--- config.mk ---
export PLATFORM = sky130hd
export DESIGN_NAME = delimiter_class_tokenizer
export DESIGN_NICKNAME = d
export VERILOG_FILES = /design/src/rtl/dct_pkg.sv /design/src/rtl/delimiter_class_tokenizer.sv /design/src/rtl/dct_class_regs.sv /design/src/rtl/dct_token_unit.sv /design/src/rtl/dct_result_fifo.sv
export SDC_FILE = /design/constraint.sdc
export NUM_CORES = 1
export LEC_CHECK = 0
export BUFFER_PORTS_ARGS = -buffer_cell sky130_fd_sc_hd__buf_4
export CAP_MARGIN = 10
export CORE_MARGIN = 2
export CORE_UTILIZATION = 40
export CTS_BUF_LIST = sky130_fd_sc_hd__clkbuf_8
export CTS_CLUSTER_DIAMETER = 80
export DETAILED_ROUTE_END_ITERATION = 7
export GPL_ROUTABILITY_DRIVEN = 0
export PLACE_DENSITY_LB_ADDON = 0.1
export SYNTH_ARGS = -nofsm -noshare
export SYNTH_HDL_FRONTEND = slang
export SYNTH_HIERARCHICAL = 1
export SYNTH_SLANG_ARGS = --single-unit
--- constraint.sdc ---
create_clock -name i_clk -period 8.9 [get_ports i_clk]
set_clock_uncertainty 0.05 [all_clocks]
set_input_delay 2.225 -clock i_clk [delete_from_list [all_inputs] [get_ports i_clk]]
set_output_delay 2.225 -clock i_clk [all_outputs]
set_load 0.01 [all_outputs]
--- src/rtl/dct_pkg.sv ---
`timescale 1ns / 1ps

package dct_pkg;

    localparam int POSITION_BITS = 16;
    localparam int BYTE_BITS     = 8;
    localparam int CLASS_WORD_BITS = 64;
    localparam int CLASS_WORDS   = 4;
    localparam int CFG_IDX_BITS  = 4;

    localparam logic [CFG_IDX_BITS-1:0] CFG_DROP_BASE = 4'd0;
    localparam logic [CFG_IDX_BITS-1:0] CFG_STOP_BASE = 4'd4;
    localparam logic [CFG_IDX_BITS-1:0] CFG_REG_COUNT = 4'd8;

    localparam int FIFO_DEPTH    = 8;
    localparam int FIFO_PTR_BITS = 3;
    localparam int FIFO_CNT_BITS = 4;

    localparam logic [POSITION_BITS-1:0] COUNT_MAX = {POSITION_BITS{1'b1}};

    typedef enum logic [1:0] {
        KIND_CONTENT = 2'd0,
        KIND_DELIM   = 2'd1,
        KIND_END     = 2'd2
    } t_kind;

    typedef struct packed {
        t_kind                    kind;
        logic [POSITION_BITS-1:0] start;
        logic [POSITION_BITS-1:0] length;
        logic [BYTE_BITS-1:0]     delim;
        logic                     last;
    } t_result;

    typedef struct packed {
        logic drop;
        logic stop;
    } t_class_flags;

    typedef struct packed {
        logic [1:0] count;
        t_result    res0;
        t_result    res1;
    } t_push;

    function automatic logic [POSITION_BITS-1:0] sat_inc(input logic [POSITION_BITS-1:0] v);
        sat_inc = (v == COUNT_MAX) ? COUNT_MAX : v + 1'b1;
    endfunction

endpackage

--- src/rtl/delimiter_class_tokenizer.sv ---
`timescale 1ns / 1ps

// Byte-stream tokenizer with programmable drop and stop character classes.
// Input channel: i_in_valid / o_in_stall carry one text byte per request on
// i_text_byte; byte 0 terminates the current text.
// Output channel: o_out_valid / i_out_stall carry one token result per
// request: kind, start offset, length, delimiter byte and a flag marking the
// last result caused by an input byte. One byte yields zero, one or two
// results.
// Class registers are written through i_cfg_we / i_cfg_index / i_cfg_data;
// the user must write them only while the block is idle, which the block does
// not enforce; indexes past the last register are ignored. An accepted byte is
// registered, classified from that register, and its results are queued.
// Throughput: one byte per cycle while o_in_stall is low. The output moves one
// result per cycle while i_out_stall is low, so two-result bytes pile up; the
// eight-entry result queue absorbs that, and o_in_stall rises when the queue
// could not take two more results after those of the byte in flight. When the
// receiver stalls, the head result holds and the queue fills until the input
// is stalled. Reset clears the class registers, the token state and the
// queue.
module delimiter_class_tokenizer (
    input  logic                                 i_clk,
    input  logic                                 i_rst_n,
    input  logic                                 i_in_valid,
    output logic                                 o_in_stall,
    input  logic [dct_pkg::BYTE_BITS-1:0]        i_text_byte,
    input  logic                                 i_cfg_we,
    input  logic [dct_pkg::CFG_IDX_BITS-1:0]     i_cfg_index,
    input  logic [dct_pkg::CLASS_WORD_BITS-1:0]  i_cfg_data,
    output logic                                 o_out_valid,
    input  logic                                 i_out_stall,
    output logic [1:0]                           o_token_kind,
    output logic [dct_pkg::POSITION_BITS-1:0]    o_token_start,
    output logic [dct_pkg::POSITION_BITS-1:0]    o_token_length,
    output logic [dct_pkg::BYTE_BITS-1:0]        o_delim_byte,
    output logic                                 o_last_result
);
    import dct_pkg::*;

    logic [BYTE_BITS-1:0]     lookup_byte;
    t_class_flags             flags;
    t_push                    push;
    t_result                  head;
    logic [FIFO_CNT_BITS-1:0] fifo_count;
    logic                     in_accept;
    logic                     out_pop;
    logic [FIFO_CNT_BITS:0]   fill_worst;

    dct_class_regs u_class (
        .i_clk       (i_clk),
        .i_rst_n     (i_rst_n),
        .i_cfg_we    (i_cfg_we),
        .i_cfg_index (i_cfg_index),
        .i_cfg_data  (i_cfg_data),
        .i_byte      (lookup_byte),
        .o_flags     (flags)
    );

    dct_token_unit u_token (
        .i_clk    (i_clk),
        .i_rst_n  (i_rst_n),
        .i_accept (in_accept),
        .i_byte   (i_text_byte),
        .o_byte   (lookup_byte),
        .i_flags  (flags),
        .o_push   (push)
    );

    dct_result_fifo u_fifo (
        .i_clk   (i_clk),
        .i_rst_n (i_rst_n),
        .i_push  (push),
        .i_pop   (out_pop),
        .o_count (fifo_count),
        .o_head  (head)
    );

    // Room is reserved for the byte in flight plus two results of a new one.
    assign fill_worst = {1'b0, fifo_count} + (FIFO_CNT_BITS + 1)'(push.count)
                        + (FIFO_CNT_BITS + 1)'(2);
    assign o_in_stall = (fill_worst > (FIFO_CNT_BITS + 1)'(FIFO_DEPTH));
    assign in_accept  = i_in_valid && !o_in_stall;

    assign o_out_valid = (fifo_count != '0);
    assign out_pop     = o_out_valid && !i_out_stall;

    assign o_token_kind   = head.kind;
    assign o_token_start  = head.start;
    assign o_token_length = head.length;
    assign o_delim_byte   = head.delim;
    assign o_last_result  = head.last;

endmodule

--- src/rtl/dct_class_regs.sv ---
`timescale 1ns / 1ps

module dct_class_regs (
    input  logic                                   i_clk,
    input  logic                                   i_rst_n,
    input  logic                                   i_cfg_we,
    input  logic [dct_pkg::CFG_IDX_BITS-1:0]       i_cfg_index,
    input  logic [dct_pkg::CLASS_WORD_BITS-1:0]    i_cfg_data,
    input  logic [dct_pkg::BYTE_BITS-1:0]          i_byte,
    output dct_pkg::t_class_flags                  o_flags
);
    import dct_pkg::*;

    logic [CLASS_WORD_BITS-1:0] r_drop [CLASS_WORDS];
    logic [CLASS_WORD_BITS-1:0] r_stop [CLASS_WORDS];

    always_ff @(posedge i_clk) begin
        if (!i_rst_n) begin
            for (int i = 0; i < CLASS_WORDS; i++) begin
                r_drop[i] <= '0;
                r_stop[i] <= '0;
            end
        end else if (i_cfg_we) begin
            if (i_cfg_index < CFG_STOP_BASE) begin
                r_drop[i_cfg_index[1:0]] <= i_cfg_data;
            end else if (i_cfg_index < CFG_REG_COUNT) begin
                r_stop[i_cfg_index[1:0]] <= i_cfg_data;
            end
        end
    end

    // Upper two bits of the byte pick the word, the lower six the flag.
    assign o_flags.drop = r_drop[i_byte[7:6]][i_byte[5:0]];
    assign o_flags.stop = r_stop[i_byte[7:6]][i_byte[5:0]];

endmodule

--- src/rtl/dct_token_unit.sv ---
`timescale 1ns / 1ps

module dct_token_unit (
    input  logic                          i_clk,
    input  logic                          i_rst_n,
    input  logic                          i_accept,
    input  logic [dct_pkg::BYTE_BITS-1:0] i_byte,
    output logic [dct_pkg::BYTE_BITS-1:0] o_byte,
    input  dct_pkg::t_class_flags         i_flags,
    output dct_pkg::t_push                o_push
);
    import dct_pkg::*;

    logic                     r_in_valid;
    logic [BYTE_BITS-1:0]     r_byte;
    logic                     r_inside;
    logic [POSITION_BITS-1:0] r_pos;
    logic [POSITION_BITS-1:0] r_tok_start;
    logic [POSITION_BITS-1:0] r_tok_len;

    logic                     n_inside;
    logic [POSITION_BITS-1:0] n_pos;
    logic [POSITION_BITS-1:0] n_tok_start;
    logic [POSITION_BITS-1:0] n_tok_len;

    logic    is_end;
    logic    is_delim;
    logic    is_stop;
    logic    close_tok;
    logic    emit_b;
    t_result res_a;
    t_result res_b;

    always_comb begin
        is_end    = (r_byte == '0);
        is_delim  = !is_end && (i_flags.drop || i_flags.stop);
        // A byte in both classes counts as a drop byte.
        is_stop   = is_delim && !i_flags.drop;
        close_tok = r_inside && (is_end || is_delim);
        emit_b    = is_end || is_stop;

        res_a.kind   = KIND_CONTENT;
        res_a.start  = r_tok_start;
        res_a.length = r_tok_len;
        res_a.delim  = '0;
        res_a.last   = !emit_b;

        res_b.kind   = is_end ? KIND_END : KIND_DELIM;
        res_b.start  = r_pos;
        res_b.length = is_end ? '0 : POSITION_BITS'(1);
        res_b.delim  = is_end ? '0 : r_byte;
        res_b.last   = 1'b1;

        o_push.count = 2'd0;
        o_push.res0  = res_a;
        o_push.res1  = res_b;
        if (r_in_valid) begin
            if (close_tok && emit_b) begin
                o_push.count = 2'd2;
            end else if (close_tok) begin
                o_push.count = 2'd1;
            end else if (emit_b) begin
                o_push.count = 2'd1;
                o_push.res0  = res_b;
            end
        end

        n_inside    = r_inside;
        n_pos       = r_pos;
        n_tok_start = r_tok_start;
        n_tok_len   = r_tok_len;
        if (r_in_valid) begin
            if (is_end) begin
                n_inside    = 1'b0;
                n_pos       = '0;
                n_tok_start = '0;
                n_tok_len   = '0;
            end else if (is_delim) begin
                n_inside = 1'b0;
                n_pos    = sat_inc(r_pos);
            end else begin
                n_inside = 1'b1;
                n_pos    = sat_inc(r_pos);
                if (r_inside) begin
                    n_tok_len = sat_inc(r_tok_len);
                end else begin
                    n_tok_start = r_pos;
                    n_tok_len   = POSITION_BITS'(1);
                end
            end
        end
    end

    assign o_byte = r_byte;

    always_ff @(posedge i_clk) begin
        if (!i_rst_n) begin
            r_in_valid  <= 1'b0;
            r_inside    <= 1'b0;
            r_pos       <= '0;
            r_tok_start <= '0;
            r_tok_len   <= '0;
        end else begin
            r_in_valid  <= i_accept;
            r_inside    <= n_inside;
            r_pos       <= n_pos;
            r_tok_start <= n_tok_start;
            r_tok_len   <= n_tok_len;
        end
    end

    always_ff @(posedge i_clk) begin
        if (i_accept) begin
            r_byte <= i_byte;
        end
    end

endmodule

--- src/rtl/dct_result_fifo.sv ---
`timescale 1ns / 1ps

module dct_result_fifo (
    input  logic                               i_clk,
    input  logic                               i_rst_n,
    input  dct_pkg::t_push                     i_push,
    input  logic                               i_pop,
    output logic [dct_pkg::FIFO_CNT_BITS-1:0]  o_count,
    output dct_pkg::t_result                   o_head
);
    import dct_pkg::*;

    t_result                  r_mem [FIFO_DEPTH];
    logic [FIFO_PTR_BITS-1:0] r_wr_ptr;
    logic [FIFO_PTR_BITS-1:0] r_rd_ptr;
    logic [FIFO_CNT_BITS-1:0] r_count;

    logic [FIFO_PTR_BITS-1:0] wr_next;

    assign wr_next = r_wr_ptr + 1'b1;

    always_ff @(posedge i_clk) begin
        if (!i_rst_n) begin
            r_wr_ptr <= '0;
            r_rd_ptr <= '0;
            r_count  <= '0;
        end else begin
            r_wr_ptr <= r_wr_ptr + FIFO_PTR_BITS'(i_push.count);
            r_rd_ptr <= r_rd_ptr + FIFO_PTR_BITS'(i_pop);
            r_count  <= r_count + FIFO_CNT_BITS'(i_push.count) - FIFO_CNT_BITS'(i_pop);
        end
    end

    always_ff @(posedge i_clk) begin
        if (i_push.count != 2'd0) begin
            r_mem[r_wr_ptr] <= i_push.res0;
        end
        if (i_push.count == 2'd2) begin
            r_mem[wr_next] <= i_push.res1;
        end
    end

    assign o_count = r_count;
    assign o_head  = r_mem[r_rd_ptr];

endmodule

Word-level counts from Yosys, hierarchy flattened:

Memories as Yosys holds them, arrays and structs flattened. A register that Yosys moved wholly into a read port is not among the register bits.
Index checks and enable logic that the tools add are counted.

* reduce and logical (&&, ||, !) cells: 21
* add/subtract/negate cells: 9
* bitwise operators: 0
* eq/ne operators: 5
* shifts and indexed selects: 0
* div/mod/pow operators: 0
* $lt $le $gt $ge: 4
* mux-type cells: 47
* multiply operators: 0

Operator list (number)
* $mux 16: 9
* $mux 64: 2
* $reduce_or 64->1: 2
* $mux 43: 2
* $mux 45: 1
* $mux 44: 1
* $add 16x1->16 const B: 2
* $eq 16x16->1 const B: 2
* $mux 1: 21
* $mux 2: 7
* $bmux 1 s6: 2
* $logic_not 8->1: 1
* $mux 8: 1
* $lt 6x7->1 const B: 1
* $logic_and 1x1->1: 6
* $add 4x2->5: 1
* $add 5x2->5 const B: 1
* $gt 5x4->1 const B: 1
* $logic_not 1->1: 5
* $add 4x2->4: 1
* $lt 4x3->1 const B: 1
* $lt 4x4->1 const B: 1
* $reduce_bool 4->1: 1
* $sub 4x1->4: 1
* 11 further kinds: 13

* output and inout bits: 45
* logic and storage cells: 98
* bits in latches: 0
* memory bits (read-only): 0
* bits in writable memories: 856
* register bits after elaboration: 68
* input bits: 81
* memories: 3

Memory list
* u_fifo.r_mem: words 8, bits a word 43, rd ports 1, clocked after memory_dff 1, write ports 2, line dct_result_fifo.sv:13 `t_result r_mem [FIFO_DEPTH];`
* u_class.r_drop: words 4, bits a word 64, rd ports 1, clocked after memory_dff 1, write ports 4, line dct_class_regs.sv:14 `logic [CLASS_WORD_BITS-1:0] r_drop [CLASS_WORDS];`
* u_class.r_stop: words 4, bits a word 64, rd ports 1, clocked after memory_dff 1, write ports 4, line dct_class_regs.sv:15 `logic [CLASS_WORD_BITS-1:0] r_stop [CLASS_WORDS];`

Depth between registers and ports, before layout:

* word-level depth: 17
* mapped depth: 25

Modules after synthesis:

The synthesis kept the hierarchy.

By module, submodules not included
* dct_class_regs: times used 1, area each 23533.8 sq um, seq. area each 15374.7 sq um, cells an instance 1527
* dct_result_fifo: times used 1, area each 17664.4 sq um, seq. area each 10530.1 sq um, cells an instance 953
* dct_token_unit: times used 1, area each 3364.5 sq um, seq. area each 1241.2 sq um, cells an instance 404
* delimiter_class_tokenizer: times used 1, area each 160.2 sq um, seq. area each 0.0 sq um, cells an instance 19

Least setup slack after synthesis:

Ideal clock, no wire load.

* kind: in2reg
* from: input port i_cfg_index[0] (netlist bit)
* to: memory u_class.r_drop[2][0], enable pin
* setup time: 0.661 ns
* stages on the path: 2
* slack: -0.692 ns
* arrival: 8.881 ns
* path buffers: 0
* cells stage by stage: nand2b_1 > o41ai_1

RTL lines
* from (decl): line delimiter_class_tokenizer.sv:28 `input logic [dct_pkg::CFG_IDX_BITS-1:0] i_cfg_index,`
* to (decl): line dct_class_regs.sv:14

==> impl_metrics.toml <==
[sta]
min_period_over_period_pct = 96.5
post-route-min-period_ps = 8590
slew_headroom_pct = 15.6
setup_violations = 0
fmax_ghz = 0.116
fin_ws_ps = 311
hold_slack_ps = 442
hold_viol = 0
tightest_slew_ps = 1260
rsz0062_at_grt = "false"
tns_ps = 0
slew_viol_final = 0

[synth]
yosys-top-cells-area = "edfxtp_1 (58%), mux2_2 (10%), mux4_2 (7.6%)"
synth_cells = 2903
ys_types = 76
ys_warn_count = 6
synth_seq_cells = 924
syn_area_um2 = 44700
synthTopCellsByCount = "edfxtp_1 (864), and2_1 (540), mux2_2 (409)"
synth.most_common_cell = "edfxtp_1"
yosysTopAreaCell = "edfxtp_1"
ys_async_sr_fraction_pct = 0
synth-edff-count = 864
synth_ff_type = "edfxtp_1"
seq_area_frac_synth_pct = 60.7
synth.avg_cell_area_um2 = 15.4
synth_top_area_share_pct = 58.0

[final_layout]
nets = 3180
area_delta_synth_final_pct = 12.4
drive_above_1_share_pct = 31.7

[drt]
drc = 0
vias = 25700
drtAntennaViolNets = 0
wl_um = 127000
wl_per_cell_um = 27.1
viasPerCell = 5.47
drt_iter0_drc = 1562
drtPass1Iterations = 5

[power_and_ir_drop]
peakVddDrop_mv = 0.108
p_leak_nw = 18.2
p_per_area_nw_per_um2 = 211

[clock_network]
cts_tree = "yes"
clock_sinks = 924
ctsHoldBuffers = 0
clock_latency_ps = 820
htreeDepth = 4
root_buffer = "clkbuf_8"
clk_pin_slew_worst_paths_ps = 60
cts-buffers-inserted = 161
clockBufferDepth = 3

[floorplan]
die-area_um2 = 114000
io_pins = 126
fp.dieW_um = 338
die_y_um = 338
rows = 122
initial_utilization_pct = 40.4
coreArea_um2 = 111000

[placement]
io_buffers = 125
preCtsSetupSlack_ps = 759
hpwlAfterDp_um = 70600

[grt]
grt_max_degree = 65
grt_pass1_wl_um = 186000
grt_usage_pct = 22.0
grt-ovfl-total = 0
grt_pass1_vias = 27400
antenna_found_initial = 8

[worst_hold_path]
hp-start = "u_token/r_tok_start[8]"
min_path_type = "reg -> reg"

[setup_path]
crit_type = "reg -> out"
crit_required_ps = 6630
startpoint_type = "register"
r2r_start = "u_token/o_byte[7]"
cp-startpoint = "u_token/o_byte[7]"
crit_fanout = 30
cp_data_arrival_time_ps = 6310
end_kind = "primary output"
rrSetupSlack_ps = 2580

[outcome]
status = "finished, final reports clean"

[flow_run]
maxCapViolCount = 0
[metal layers]
| metal | part of all wire, % | global-route usage, % |
|---|---|---|
| met5 | 0.063 | 0 |
| met2 | 51 | 39.1 |
| met4 | 2.6 | 6.88 |
| met3 | 4.4 | 3.92 |
| met1 | 42 | 27.2 |
[worst paths after layout]
check | to | cells after the start
min reg2reg | u_token/r_tok_start[8] | 2
max reg2reg | u_fifo/r_mem[6][38] | 17
max | o_in_stall | 21
min | u_token/r_tok_start[8] | 2
[cells by family after synthesis]
family	Yosys count	share of synthesized area (%)
other	2	0.0168
buffers and inverters	245	3.14
AO/OA/AOI/OAI	182	2.77
adder cells (fa/ha/maj)	20	0.610
flip-flops	924	60.7
XOR/XNOR	7	0.171
multiplexers	711	21.8
AND/OR/NAND/NOR	812	10.8
[state kept, by name, summed over array words and instances, names as in the netlist]
signal,count
u_token/r_tok_len,16
u_class/r_drop,256
u_token/o_byte,8
u_fifo/o_count,4
u_token/r_in_valid,1
u_token/r_tok_start,16
u_token/r_inside,1
u_fifo/r_rd_ptr,3
u_class/r_stop,256
u_fifo/r_mem,344
u_token/r_pos,16
u_fifo/r_wr_ptr,3
[critical path, stage by stage, from the launching register on]
cell and delay (ps):
edfxtp_1 320, buf_4 180, buf_12 280, mux4_1 590, mux2_2 310, a2111oi_0 610, or3_1 190, o31a_1 140
a311oi_2 210, nand2b_2 360, nand2_1 140, ha_1 180, and2_1 260, inv_1 80, ha_1 290, inv_1 70
ha_1 150, inv_1 60, fa_1 500, nor3b_1 270, o22ai_1 150, buf_4 160
[what timing repair did]
action	4_1_cts	5_1_grt
cloned	2	1
gates resized for setup	2	7
buffers inserted	3	0
setup endpoints to repair	1	1
[area by class of cell]
cell class,instances,area (um^2)
Fill cell,9889,60600
Clock inverter,111,467
Clock buffer,171,2350
Inverter,39,149
Multi-Input combinational cell,1748,16500
Tap cell,1488,1860
Sequential cell,924,27200
Timing Repair Buffer,205,1730
Antenna cell,6,15.0
[through the flow]
step,cell area (um^2),utilization [%],power [W],instances
2_1_floorplan,44800,-,0.00645,2917
3_3_place_gp,47300,42.6,0.00716,4398
3_5_place_dp,47300,42.6,0.00720,4398
4_1_cts,50200,45.3,0.0107,4685
5_1_grt,50300,45.3,0.0111,4691
6_report,50300,45.3,0.0106,4692
[power breakdown]
group          internal [W]  total, W  switching [W]
sequential          0.00497   0.00511       0.000146
combinational      0.000918   0.00201        0.00109
clock               0.00178   0.00350        0.00172
[cells in the final DEF, fill, tap and decap left out, types with 30 or more instances in the layout]
master	instances
mux4_2	151
inv_1	108
mux2_2	409
edfxtp_1	864
buf_4	193
mux2i_1	132
nor2_1	67
clkbuf_8	171
clkinv_1	30
and2_1	540
o22ai_1	49
nand2_1	44
dfxtp_1	57
Note: power is estimated with default switching activity, not from simulation.
